<file path="src/ccdik_pkg.sv">
package ccdik_pkg;

  localparam int JOINTS       = 3;
  localparam int CORDIC_ITERS = 16;

  // Index widths for joints (0..JOINTS-1) and points (0..JOINTS).
  localparam int AIW = (JOINTS > 1) ? $clog2(JOINTS) : 1;
  localparam int PIW = $clog2(JOINTS + 1);
  localparam int ITW = (CORDIC_ITERS > 1) ? $clog2(CORDIC_ITERS) : 1;

  // CORDIC datapath widths: vectors and angles (2^32 units per turn).
  localparam int XW = 40;
  localparam int ZW = 34;
  // Dot and cross products.
  localparam int PW = 36;
  // Shared multiplier operands and product.
  localparam int MAW = 34;
  localparam int MBW = 18;
  localparam int MPW = MAW + MBW;

  localparam int CORDIC_GAIN  = 39797;
  localparam logic signed [ZW-1:0] QUARTER_TURN = ZW'(64'sd1073741824);

  localparam logic [11:0] RST_LINK_LENGTH = 12'd1600;
  localparam logic [15:0] RST_BASE_X      = 16'd6400;
  localparam logic [15:0] RST_BASE_Y      = 16'd4800;
  localparam logic [7:0]  RST_TOLERANCE   = 8'd2;
  localparam logic [15:0] RST_STEP_GAIN   = 16'd1311;

  typedef enum logic [2:0] {
    REG_LINK_LENGTH = 3'd0,
    REG_BASE_X      = 3'd1,
    REG_BASE_Y      = 3'd2,
    REG_TOLERANCE   = 3'd3,
    REG_STEP_GAIN   = 3'd4
  } cfg_reg_t;

  typedef enum logic [4:0] {
    ST_IDLE,
    ST_FK_INIT,
    ST_FK_ROT,
    ST_FK_WAIT,
    ST_CHK0,
    ST_CHK1,
    ST_CHK2,
    ST_J0,
    ST_J1,
    ST_J2,
    ST_J3,
    ST_J4,
    ST_J5,
    ST_J6,
    ST_J7,
    ST_J8,
    ST_EMIT
  } state_t;

  typedef struct packed {
    logic start;
    logic vec_mode;
  } cordic_ctl_t;

  function automatic logic [31:0] atan_entry(input logic [4:0] idx);
    case (idx)
      5'd0:  atan_entry = 32'd536870912;
      5'd1:  atan_entry = 32'd316933406;
      5'd2:  atan_entry = 32'd167458907;
      5'd3:  atan_entry = 32'd85004756;
      5'd4:  atan_entry = 32'd42667331;
      5'd5:  atan_entry = 32'd21354465;
      5'd6:  atan_entry = 32'd10679838;
      5'd7:  atan_entry = 32'd5340245;
      5'd8:  atan_entry = 32'd2670163;
      5'd9:  atan_entry = 32'd1335087;
      5'd10: atan_entry = 32'd667544;
      5'd11: atan_entry = 32'd333772;
      5'd12: atan_entry = 32'd166886;
      5'd13: atan_entry = 32'd83443;
      5'd14: atan_entry = 32'd41722;
      5'd15: atan_entry = 32'd20861;
      5'd16: atan_entry = 32'd10430;
      5'd17: atan_entry = 32'd5215;
      5'd18: atan_entry = 32'd2608;
      5'd19: atan_entry = 32'd1304;
      5'd20: atan_entry = 32'd652;
      5'd21: atan_entry = 32'd326;
      5'd22: atan_entry = 32'd163;
      5'd23: atan_entry = 32'd81;
      default: atan_entry = 32'd0;
    endcase
  endfunction

  function automatic logic signed [15:0] sat16(input logic signed [16:0] v);
    if (v > 17'sd32767) begin
      sat16 = 16'sh7fff;
    end else if (v < -17'sd32768) begin
      sat16 = 16'sh8000;
    end else begin
      sat16 = 16'(v);
    end
  endfunction

  // Divide by 2^16, rounding half away from zero.
  function automatic logic signed [15:0] rnd16(input logic signed [XW-1:0] v);
    logic signed [XW-1:0] t;
    if (!v[XW-1]) begin
      t = (v + XW'(32768)) >>> 16;
    end else begin
      t = -((-v + XW'(32768)) >>> 16);
    end
    rnd16 = 16'(t);
  endfunction

endpackage

</file>
<file path="src/ccdik_mul.sv">
module ccdik_mul
  import ccdik_pkg::*;
(
  input  logic                  clk,
  input  logic signed [MAW-1:0] a_i,
  input  logic signed [MBW-1:0] b_i,
  output logic signed [MPW-1:0] p_o
);

  logic signed [MPW-1:0] p_r;

  always_ff @(posedge clk) begin
    p_r <= MPW'(a_i) * MPW'(b_i);
  end

  assign p_o = p_r;

endmodule

</file>
<file path="src/ccdik_cordic.sv">
module ccdik_cordic
  import ccdik_pkg::*;
(
  input  logic                 clk,
  input  logic                 rst_n,
  input  cordic_ctl_t          ctl_i,
  input  logic [15:0]          ang_i,
  input  logic [11:0]          len_i,
  input  logic signed [PW-1:0] vx_i,
  input  logic signed [PW-1:0] vy_i,
  output logic                 done_o,
  output logic signed [15:0]   rx_o,
  output logic signed [15:0]   ry_o,
  output logic signed [ZW-1:0] z_o
);

  logic                 run_r, run_nxt;
  logic                 done_r, done_nxt;
  logic [ITW-1:0]       it_r, it_nxt;
  logic                 vec_r, vec_nxt;
  logic                 flip_r, flip_nxt;
  logic                 zero_r, zero_nxt;
  logic signed [XW-1:0] x_r, x_nxt;
  logic signed [XW-1:0] y_r, y_nxt;
  logic signed [ZW-1:0] z_r, z_nxt;

  always_comb begin
    logic [31:0]          uz;
    logic [27:0]          xl;
    logic signed [XW-1:0] sx;
    logic signed [XW-1:0] sy;
    logic signed [XW-1:0] vx;
    logic signed [XW-1:0] vy;
    logic signed [ZW-1:0] at;
    logic                 pos;
    run_nxt  = run_r;
    done_nxt = 1'b0;
    it_nxt   = it_r;
    vec_nxt  = vec_r;
    flip_nxt = flip_r;
    zero_nxt = zero_r;
    x_nxt    = x_r;
    y_nxt    = y_r;
    z_nxt    = z_r;
    uz       = {ang_i, 16'h0000};
    xl       = 28'(len_i) * 28'(CORDIC_GAIN);
    vx       = XW'(vx_i);
    vy       = XW'(vy_i);
    sx       = x_r >>> it_r;
    sy       = y_r >>> it_r;
    at       = signed'(ZW'(atan_entry(5'(it_r))));
    pos      = vec_r ? !y_r[XW-1] : !z_r[ZW-1];
    if (ctl_i.start) begin
      run_nxt  = 1'b1;
      it_nxt   = '0;
      vec_nxt  = ctl_i.vec_mode;
      zero_nxt = 1'b0;
      flip_nxt = 1'b0;
      if (ctl_i.vec_mode) begin
        zero_nxt = (vx_i == '0) && (vy_i == '0);
        if (vx[XW-1]) begin
          // Pre-rotate by a quarter turn so the vector lies in the right half.
          if (!vy[XW-1]) begin
            x_nxt = vy;
            y_nxt = -vx;
            z_nxt = QUARTER_TURN;
          end else begin
            x_nxt = -vy;
            y_nxt = vx;
            z_nxt = -QUARTER_TURN;
          end
        end else begin
          x_nxt = vx;
          y_nxt = vy;
          z_nxt = '0;
        end
      end else begin
        // Fold the angle into the half turn around zero.
        flip_nxt = (uz[31:30] == 2'b01) || (uz[31:30] == 2'b10);
        if (flip_nxt) begin
          uz[31] = ~uz[31];
        end
        z_nxt = ZW'(signed'(uz));
        x_nxt = signed'(XW'(xl));
        y_nxt = '0;
      end
    end else if (run_r) begin
      if (pos != vec_r) begin
        x_nxt = x_r - sy;
        y_nxt = y_r + sx;
        z_nxt = z_r - at;
      end else begin
        x_nxt = x_r + sy;
        y_nxt = y_r - sx;
        z_nxt = z_r + at;
      end
      it_nxt = it_r + 1'b1;
      if (it_r == ITW'(CORDIC_ITERS - 1)) begin
        run_nxt  = 1'b0;
        done_nxt = 1'b1;
      end
    end
  end

  always_ff @(posedge clk) begin
    if (!rst_n) begin
      run_r  <= 1'b0;
      done_r <= 1'b0;
    end else begin
      run_r  <= run_nxt;
      done_r <= done_nxt;
    end
    it_r   <= it_nxt;
    vec_r  <= vec_nxt;
    flip_r <= flip_nxt;
    zero_r <= zero_nxt;
    x_r    <= x_nxt;
    y_r    <= y_nxt;
    z_r    <= z_nxt;
  end

  assign done_o = done_r;
  assign rx_o   = rnd16(flip_r ? -x_r : x_r);
  assign ry_o   = rnd16(flip_r ? -y_r : y_r);
  assign z_o    = zero_r ? '0 : z_r;

endmodule

</file>
<file path="src/ccd_inverse_kinematics_2d.sv">
// Channel  Direction  Transaction
// in_      slave      one tick: target point
// out_     master     one link of the arm, JOINTS per tick, base first
// cfg_     write      one register write, no read-back
//
// A tick that moves the arm runs a forward kinematics pass and a tolerance check, then
// for each joint an update and another pass, and then emits the links. A tick within
// tolerance skips the joint updates. The shared CORDIC unit, one iteration per cycle,
// is run once for every link of each forward kinematics pass and once per joint for atan2.
// in_tready is high only while idle. Reset is synchronous and active low.
// A stalled output holds the sequencer until the link is taken.
module ccd_inverse_kinematics_2d
  import ccdik_pkg::*;
(
  input  logic        clk,
  input  logic        rst_n,
  input  logic        in_tvalid,
  output logic        in_tready,
  input  logic [31:0] in_tdata,   // target_x, target_y
  output logic        out_tvalid,
  input  logic        out_tready,
  output logic [87:0] out_tdata,  // link_index, start_x, start_y, end_x, end_y,
                                  // joint_angle_out, zero pad
  output logic        out_tuser,  // converged
  output logic        out_tlast,
  input  logic        cfg_wr_en,
  input  logic [2:0]  cfg_addr,
  input  logic [15:0] cfg_wdata
);

  state_t state_r, state_nxt;

  logic [11:0]        len_r, len_nxt;
  logic signed [15:0] base_x_r, base_x_nxt;
  logic signed [15:0] base_y_r, base_y_nxt;
  logic [7:0]         tol_r, tol_nxt;
  logic [15:0]        gain_r, gain_nxt;

  logic [15:0]        ang_r [JOINTS];
  logic [15:0]        ang_nxt [JOINTS];
  logic signed [15:0] px_r [JOINTS+1];
  logic signed [15:0] px_nxt [JOINTS+1];
  logic signed [15:0] py_r [JOINTS+1];
  logic signed [15:0] py_nxt [JOINTS+1];

  logic signed [15:0]   tx_r, tx_nxt, ty_r, ty_nxt;
  logic signed [15:0]   fkx_r, fkx_nxt, fky_r, fky_nxt;
  logic [15:0]          cum_r, cum_nxt;
  logic [AIW-1:0]       fi_r, fi_nxt, ji_r, ji_nxt, ek_r, ek_nxt;
  logic                 after_r, after_nxt;
  logic                 conv_r, conv_nxt;
  logic signed [PW-1:0] acc_r, acc_nxt, acc2_r, acc2_nxt;
  logic signed [16:0]   ex_r, ex_nxt, ey_r, ey_nxt, gx_r, gx_nxt, gy_r, gy_nxt;
  logic signed [ZW-1:0] z_r, z_nxt;
  logic signed [15:0]   prev_x_r, prev_x_nxt, prev_y_r, prev_y_nxt;

  logic               out_valid_r, out_valid_nxt;
  logic [87:0]        out_data_r, out_data_nxt;
  logic               out_conv_r, out_conv_nxt;
  logic               out_last_r, out_last_nxt;

  logic signed [MAW-1:0] mul_a;
  logic signed [MBW-1:0] mul_b;
  logic signed [MPW-1:0] mul_p;

  cordic_ctl_t          cctl;
  logic [15:0]          c_ang;
  logic signed [PW-1:0] c_vx, c_vy;
  logic                 c_done;
  logic signed [15:0]   c_rx, c_ry;
  logic signed [ZW-1:0] c_z;

  logic [AIW-1:0]       aidx;
  logic [PIW-1:0]       pidx;
  logic [15:0]          ang_rd;
  logic signed [15:0]   rd_x, rd_y;
  logic                 fi_last, ek_last, out_free;
  logic signed [PW-1:0] tolsq;

  ccdik_mul u_mul (
    .clk (clk),
    .a_i (mul_a),
    .b_i (mul_b),
    .p_o (mul_p)
  );

  ccdik_cordic u_cordic (
    .clk    (clk),
    .rst_n  (rst_n),
    .ctl_i  (cctl),
    .ang_i  (c_ang),
    .len_i  (len_r),
    .vx_i   (c_vx),
    .vy_i   (c_vy),
    .done_o (c_done),
    .rx_o   (c_rx),
    .ry_o   (c_ry),
    .z_o    (c_z)
  );

  assign in_tready = (state_r == ST_IDLE);
  assign fi_last   = (fi_r == AIW'(JOINTS - 1));
  assign ek_last   = (ek_r == AIW'(JOINTS - 1));
  assign out_free  = !out_valid_r || out_tready;
  assign tolsq     = signed'(PW'(16'(tol_r) * 16'(tol_r)));

  always_comb begin
    case (state_r)
      ST_FK_ROT, ST_FK_WAIT: aidx = fi_r;
      ST_EMIT:               aidx = ek_r;
      default:               aidx = ji_r;
    endcase
    pidx   = (state_r == ST_EMIT) ? PIW'(ek_r) + 1'b1 : PIW'(ji_r);
    ang_rd = ang_r[aidx];
    rd_x   = px_r[pidx];
    rd_y   = py_r[pidx];
  end

  always_comb begin
    len_nxt    = len_r;
    base_x_nxt = base_x_r;
    base_y_nxt = base_y_r;
    tol_nxt    = tol_r;
    gain_nxt   = gain_r;
    if (cfg_wr_en) begin
      case (cfg_reg_t'(cfg_addr))
        REG_LINK_LENGTH: len_nxt    = cfg_wdata[11:0];
        REG_BASE_X:      base_x_nxt = signed'(cfg_wdata);
        REG_BASE_Y:      base_y_nxt = signed'(cfg_wdata);
        REG_TOLERANCE:   tol_nxt    = cfg_wdata[7:0];
        REG_STEP_GAIN:   gain_nxt   = cfg_wdata;
        default: ;
      endcase
    end
  end

  always_comb begin
    state_nxt = state_r;
    case (state_r)
      ST_IDLE:    if (in_tvalid) state_nxt = ST_FK_INIT;
      ST_FK_INIT: state_nxt = ST_FK_ROT;
      ST_FK_ROT:  state_nxt = ST_FK_WAIT;
      ST_FK_WAIT: begin
        if (c_done) begin
          if (!fi_last) begin
            state_nxt = ST_FK_ROT;
          end else if (!after_r) begin
            state_nxt = ST_CHK0;
          end else if (ji_r == '0) begin
            state_nxt = ST_EMIT;
          end else begin
            state_nxt = ST_J0;
          end
        end
      end
      ST_CHK0:    state_nxt = ST_CHK1;
      ST_CHK1:    state_nxt = ST_CHK2;
      ST_CHK2:    state_nxt = ((acc_r + PW'(mul_p)) < tolsq) ? ST_EMIT : ST_J0;
      ST_J0:      state_nxt = ST_J1;
      ST_J1:      state_nxt = ST_J2;
      ST_J2:      state_nxt = ST_J3;
      ST_J3:      state_nxt = ST_J4;
      ST_J4:      state_nxt = ST_J5;
      ST_J5:      state_nxt = ST_J6;
      ST_J6:      if (c_done) state_nxt = ST_J7;
      ST_J7:      state_nxt = ST_J8;
      ST_J8:      state_nxt = ST_FK_INIT;
      ST_EMIT:    if (out_free && ek_last) state_nxt = ST_IDLE;
      default:    state_nxt = ST_IDLE;
    endcase
  end

  always_comb begin
    logic signed [16:0]    d17;
    logic signed [MPW+1:0] pe;
    logic signed [MPW+1:0] rq;
    logic [PIW-1:0]        pw;
    ang_nxt       = ang_r;
    px_nxt        = px_r;
    py_nxt        = py_r;
    tx_nxt        = tx_r;
    ty_nxt        = ty_r;
    fkx_nxt       = fkx_r;
    fky_nxt       = fky_r;
    cum_nxt       = cum_r;
    fi_nxt        = fi_r;
    ji_nxt        = ji_r;
    ek_nxt        = ek_r;
    after_nxt     = after_r;
    conv_nxt      = conv_r;
    acc_nxt       = acc_r;
    acc2_nxt      = acc2_r;
    ex_nxt        = ex_r;
    ey_nxt        = ey_r;
    gx_nxt        = gx_r;
    gy_nxt        = gy_r;
    z_nxt         = z_r;
    prev_x_nxt    = prev_x_r;
    prev_y_nxt    = prev_y_r;
    out_valid_nxt = out_tready ? 1'b0 : out_valid_r;
    out_data_nxt  = out_data_r;
    out_conv_nxt  = out_conv_r;
    out_last_nxt  = out_last_r;
    mul_a         = '0;
    mul_b         = '0;
    cctl          = '0;
    c_ang         = cum_r + ang_rd;
    c_vx          = '0;
    c_vy          = '0;
    d17           = '0;
    pe            = (MPW+2)'(mul_p);
    rq            = '0;
    pw            = PIW'(fi_r) + 1'b1;
    case (state_r)
      ST_IDLE: begin
        if (in_tvalid) begin
          tx_nxt    = signed'(in_tdata[15:0]);
          ty_nxt    = signed'(in_tdata[31:16]);
          after_nxt = 1'b0;
        end
      end
      ST_FK_INIT: begin
        fkx_nxt   = base_x_r;
        fky_nxt   = base_y_r;
        px_nxt[0] = base_x_r;
        py_nxt[0] = base_y_r;
        cum_nxt   = '0;
        fi_nxt    = '0;
      end
      ST_FK_ROT: begin
        cum_nxt    = cum_r + ang_rd;
        cctl.start = 1'b1;
      end
      ST_FK_WAIT: begin
        if (c_done) begin
          fkx_nxt    = sat16(17'(fkx_r) + 17'(c_rx));
          fky_nxt    = sat16(17'(fky_r) + 17'(c_ry));
          px_nxt[pw] = fkx_nxt;
          py_nxt[pw] = fky_nxt;
          fi_nxt     = fi_r + 1'b1;
          if (fi_last) begin
            ek_nxt = '0;
            if (after_r && (ji_r != '0)) begin
              ji_nxt = ji_r - 1'b1;
            end
          end
        end
      end
      ST_CHK0: begin
        d17   = 17'(tx_r) - 17'(px_r[JOINTS]);
        mul_a = MAW'(d17);
        mul_b = MBW'(d17);
      end
      ST_CHK1: begin
        acc_nxt = PW'(mul_p);
        d17     = 17'(ty_r) - 17'(py_r[JOINTS]);
        mul_a   = MAW'(d17);
        mul_b   = MBW'(d17);
      end
      ST_CHK2: begin
        conv_nxt = (acc_r + PW'(mul_p)) < tolsq;
        ek_nxt   = '0;
        ji_nxt   = AIW'(JOINTS - 1);
      end
      ST_J0: begin
        ex_nxt = 17'(px_r[JOINTS]) - 17'(rd_x);
        ey_nxt = 17'(py_r[JOINTS]) - 17'(rd_y);
        gx_nxt = 17'(tx_r) - 17'(rd_x);
        gy_nxt = 17'(ty_r) - 17'(rd_y);
      end
      ST_J1: begin
        mul_a = MAW'(ex_r);
        mul_b = MBW'(gy_r);
      end
      ST_J2: begin
        acc_nxt = PW'(mul_p);
        mul_a   = MAW'(ey_r);
        mul_b   = MBW'(gx_r);
      end
      ST_J3: begin
        // Cross product of joint-to-end against joint-to-target.
        acc_nxt = acc_r - PW'(mul_p);
        mul_a   = MAW'(ex_r);
        mul_b   = MBW'(gx_r);
      end
      ST_J4: begin
        acc2_nxt = PW'(mul_p);
        mul_a    = MAW'(ey_r);
        mul_b    = MBW'(gy_r);
      end
      ST_J5: begin
        cctl.start    = 1'b1;
        cctl.vec_mode = 1'b1;
        c_vx          = acc2_r + PW'(mul_p);
        c_vy          = acc_r;
      end
      ST_J6: begin
        if (c_done) begin
          z_nxt = c_z;
        end
      end
      ST_J7: begin
        mul_a = z_r;
        mul_b = signed'({2'b00, gain_r});
      end
      ST_J8: begin
        // Scale by 2^-32, rounding half away from zero.
        if (!pe[MPW+1]) begin
          rq = (pe + (MPW+2)'(64'd2147483648)) >>> 32;
        end else begin
          rq = -((-pe + (MPW+2)'(64'd2147483648)) >>> 32);
        end
        ang_nxt[ji_r] = ang_rd + rq[15:0];
        after_nxt     = 1'b1;
      end
      ST_EMIT: begin
        if (out_free) begin
          out_valid_nxt = 1'b1;
          out_data_nxt  = {5'b00000, ang_rd, rd_y, rd_x,
                           (ek_r == '0) ? py_r[0] : prev_y_r,
                           (ek_r == '0) ? px_r[0] : prev_x_r,
                           3'(ek_r)};
          out_conv_nxt  = conv_r;
          out_last_nxt  = ek_last;
          prev_x_nxt    = rd_x;
          prev_y_nxt    = rd_y;
          ek_nxt        = ek_r + 1'b1;
        end
      end
      default: ;
    endcase
  end

  always_ff @(posedge clk) begin
    if (!rst_n) begin
      state_r     <= ST_IDLE;
      out_valid_r <= 1'b0;
      len_r       <= RST_LINK_LENGTH;
      base_x_r    <= signed'(RST_BASE_X);
      base_y_r    <= signed'(RST_BASE_Y);
      tol_r       <= RST_TOLERANCE;
      gain_r      <= RST_STEP_GAIN;
      for (int i = 0; i < JOINTS; i++) begin
        ang_r[i] <= '0;
      end
    end else begin
      state_r     <= state_nxt;
      out_valid_r <= out_valid_nxt;
      len_r       <= len_nxt;
      base_x_r    <= base_x_nxt;
      base_y_r    <= base_y_nxt;
      tol_r       <= tol_nxt;
      gain_r      <= gain_nxt;
      ang_r       <= ang_nxt;
    end
    px_r       <= px_nxt;
    py_r       <= py_nxt;
    tx_r       <= tx_nxt;
    ty_r       <= ty_nxt;
    fkx_r      <= fkx_nxt;
    fky_r      <= fky_nxt;
    cum_r      <= cum_nxt;
    fi_r       <= fi_nxt;
    ji_r       <= ji_nxt;
    ek_r       <= ek_nxt;
    after_r    <= after_nxt;
    conv_r     <= conv_nxt;
    acc_r      <= acc_nxt;
    acc2_r     <= acc2_nxt;
    ex_r       <= ex_nxt;
    ey_r       <= ey_nxt;
    gx_r       <= gx_nxt;
    gy_r       <= gy_nxt;
    z_r        <= z_nxt;
    prev_x_r   <= prev_x_nxt;
    prev_y_r   <= prev_y_nxt;
    out_data_r <= out_data_nxt;
    out_conv_r <= out_conv_nxt;
    out_last_r <= out_last_nxt;
  end

  assign out_tvalid = out_valid_r;
  assign out_tdata  = out_data_r;
  assign out_tuser  = out_conv_r;
  assign out_tlast  = out_last_r;

endmodule

</file>
<file path="config.mk">
export PLATFORM = sky130hd
export DESIGN_NAME = ccd_inverse_kinematics_2d
export DESIGN_NICKNAME = d
export VERILOG_FILES = /design/src/ccdik_pkg.sv /design/src/ccdik_mul.sv /design/src/ccdik_cordic.sv /design/src/ccd_inverse_kinematics_2d.sv
export SDC_FILE = /design/constraint.sdc
export NUM_CORES = 2
export LEC_CHECK = 0
export BUFFER_PORTS_ARGS = -buffer_cell sky130_fd_sc_hd__buf_2
export CORE_ASPECT_RATIO = 1.25
export CORE_MARGIN = 4
export CORE_UTILIZATION = 50
export CTS_CLUSTER_SIZE = 25
export DETAILED_ROUTE_END_ITERATION = 12
export GPL_TIMING_DRIVEN = 0
export PLACE_DENSITY = 0.63
export SYNTH_ARGS = -nofsm -noshare
export SYNTH_HDL_FRONTEND = slang
export SYNTH_SLANG_ARGS = --single-unit
</file>
<file path="constraint.sdc">
create_clock -name clk -period 23.3 [get_ports clk]
set_clock_uncertainty 0.15 [all_clocks]
set_input_delay 2.33 -clock clk [delete_from_list [all_inputs] [get_ports clk]]
set_output_delay 2.33 -clock clk [all_outputs]
set_load 0.02 [all_outputs]
</file>
==> impl_metrics.ini <==
[setup_path]
arrival_ps = 14570
critical-path-max-stage-delay_ps = 1130
crit_fanout = 10
ff2ff_setup_slack_ps = 9160
crit_required_ps = 23730
crit_top_cell = fa_1
critical_path_class = reg2reg
worst_path_max_delay_cell = o41ai_1
end_kind = register
startpoint_type = register

[clock_network]
tritoncts = done
hold_buffers = 0
cts_buffers = 88
cts-resized-gates = 0
root_buffer = clkbuf_16
htree_levels = 3
cts_setup_buffers = 0
clk_latency_ps = 770
cts.sinks = 798
cts_max_path_buffers = 3
cts.clk_slew.worst_paths_ps = 60

[grt]
track_usage_pct = 34.52
overflow = 0
grt_max_degree = 60
antenna_found_initial = 19
first_global_vias = 75479
grt_pass1_wl_um = 470400

[detailed_routing]
routed_via_density = 6.082
routed_wl_um = 318600
drt_iter0_drc = 7435
vias = 75636
drc = 0
drtAntennaViolNets = 0
wl_per_cell_um = 25.62
drt_pre_antenna_iters = 7

[pwr]
ir_drop_v = 0.0001160
intPower_mw = 5.650
clockPowerShare_pct = 13.2
p_seq_share_pct = 21.8
p_sw_share_pct = 48.56
p_per_area_nw_per_um2 = 116.4
combinationalPowerShare_pct = 65.0
p_leak_nw = 40.26
power_switching_mw = 5.333

[synthesis]
synth_seq_area_share_pct = 25.06
netlist_instances = 9759
synth_cell_types = 112
synth_fa_ha_area_share_pct = 25.58
yosys.area_share.simple_pct = 16.05
ys_seq_elements = 798
syn_area_sq_um = 87340
synth_mux_area_share_pct = 5.328
async_flop_share_pct = 0
syn_avg_cell_area_sq_um = 8.950
synth_top_family_by_area = adder cells
synth_compound_area_share_pct = 14.89
synth_xor_area_share_pct = 6.107
synth_edf_count = 591
synth_ff_type = edfxtp_1
ys_warn_count = 0

[timing]
rsz0062_at_grt = false
timing.fmax_mhz = 70.72
slew_headroom_pct = -0.9516
finalSetupViolations = 0
fin_setup_tns_ps = 0
slew_viol_final = 11
worst_pin_slew_ps = 1514
period_needed_ps = 14140
hold_viol_final = 0
post-route-period-util_pct = 60.69

[place]
dpl_cell_area_sq_um = 91370
post-dp-hpwl_um = 261400
dp_cells = 12263
port-buffer-count = 140
gp_congestion = 1.079

[run]
maxCapViolations = 2

[finish]
nets = 11432
final_common_cell = nand2_1
drive_above_1_share_pct = 6.343
final_cell_mix = nand2_1, inv_1, nor2_1
fill_cells = 16095
postLayoutCellArea_sq_um = 94360
syn_to_final_growth_pct = 8.034
fin_util_pct = 54.31
stdcell_count = 12436

[die]
die_h_um = 475.3
coreArea_sq_um = 173700
start_util_pct = 50.27
die_width_um = 381.8
ioPinCount = 148
die_area_sq_um = 181500
rows = 171

[outcome]
outcome = complete, but fails checks
failed_checks = capacitance limit, slew limit

[worst_hold_path]
hold_class = reg2reg
cell usage after synthesis, types with 135 or more instances:
library cell  count  area share, %
a21boi_0        137            1.2
a21o_1          146            1.3
a21oi_1         484            2.8
clkbuf_1        361            1.6
dfxtp_1         207            4.7
edfxtp_1        591             20
fa_1            698             16
ha_1            660            9.5
inv_1          1165            5.0
nand2_1        1263            5.4
nand3_1         155           0.89
nor2_1          718            3.1
nor2b_1         135           0.97
nor3_1          142           0.81
o21ai_0         551            3.2
xnor2_1         396            4.0
xor2_1          213            2.1
metrics by stage:
stage / hold slack (ps) / setup WS, ps / power [mW]
floorplan: 250.3 / 13010 / 7.294
global route: 312.4 / 8743 / 11.60
detailed placement: 290.4 / 9513 / 9.300
CTS: 312.6 / 9376 / 10.78
global placement: 260.2 / 9158 / 9.184
finish: 313.2 / 9160 / 10.98
power groups by stage:
stage,Sequential (mW),Clock [mW],Combinational (mW)
2_1_floorplan,2.22,0,5.08
3_5_place_dp,2.40,0,6.90
3_3_place_gp,2.40,0,6.78
4_1_cts,2.37,1.46,6.95
6_report,2.39,1.45,7.14
5_1_grt,2.39,1.52,7.70
area by class of cell:
type                    instances  area, sq um  share of cell area [%]
diodes                         11        27.53                 0.02917
plain buffers                 437         1700                   1.802
clock buffers                 108         2340                   2.480
clock inverters                54        621.8                  0.6590
inverters                    1170         4394                   4.657
multi-input cells            7359        59450                   63.01
flip-flops and latches        798        21890                   23.20
well taps                    2335         2922                   3.096
repair buffers                164         1008                   1.069
path summary, 6_finish.rpt:
path	from	endpoint	cells past startpoint
hold reg to reg	conv_r	out_tuser	0
setup reg to reg	state_r[0]	u_mul.p_o[44]	33
setup / recovery	state_r[0]	u_mul.p_o[44]	33
hold / removal	conv_r	out_tuser	0
logic make-up after synthesis:
group	Yosys count
buffers and inverters	1607
flip-flops	798
XOR/XNOR	609
other	1
multiplexers	300
AND/OR/NAND/NOR	3044
adder cells (fa/ha/maj)	1369
AO/OA/AOI/OAI	2031
layer usage:
layer | up-vias | track usage [%] | part of all wire, %
met4 | 4 | 24.24 | 8.7
met2 | 3616 | 56.50 | 46
li1 | 33965 | - | -
met3 | 998 | 6.326 | 8.4
met1 | 37053 | 41.24 | 37
met5 | - | 0 | 0.0063
critical path: cells and delay by family (launching register included):
kind | cells | cell delay [ps]
flops | 1 | 340
compound gates | 8 | 3250
simple gates | 8 | 2820
xor+xnor | 1 | 320
fa+ha+maj | 7 | 3510
buf+inv | 9 | 3540
sequential cells by signal, indices dropped and copies added, names as in the netlist, 34 cells and up, named ones only:
name	cells
acc2_r	36
acc_r	36
ang_r	48
out_tdata	52
px_r	64
py_r	64
u_cordic.x_r	40
u_cordic.y_r	40
u_cordic.z_r	34
u_mul.p_o	49
z_r	34
(Power assumes the default switching activity.)
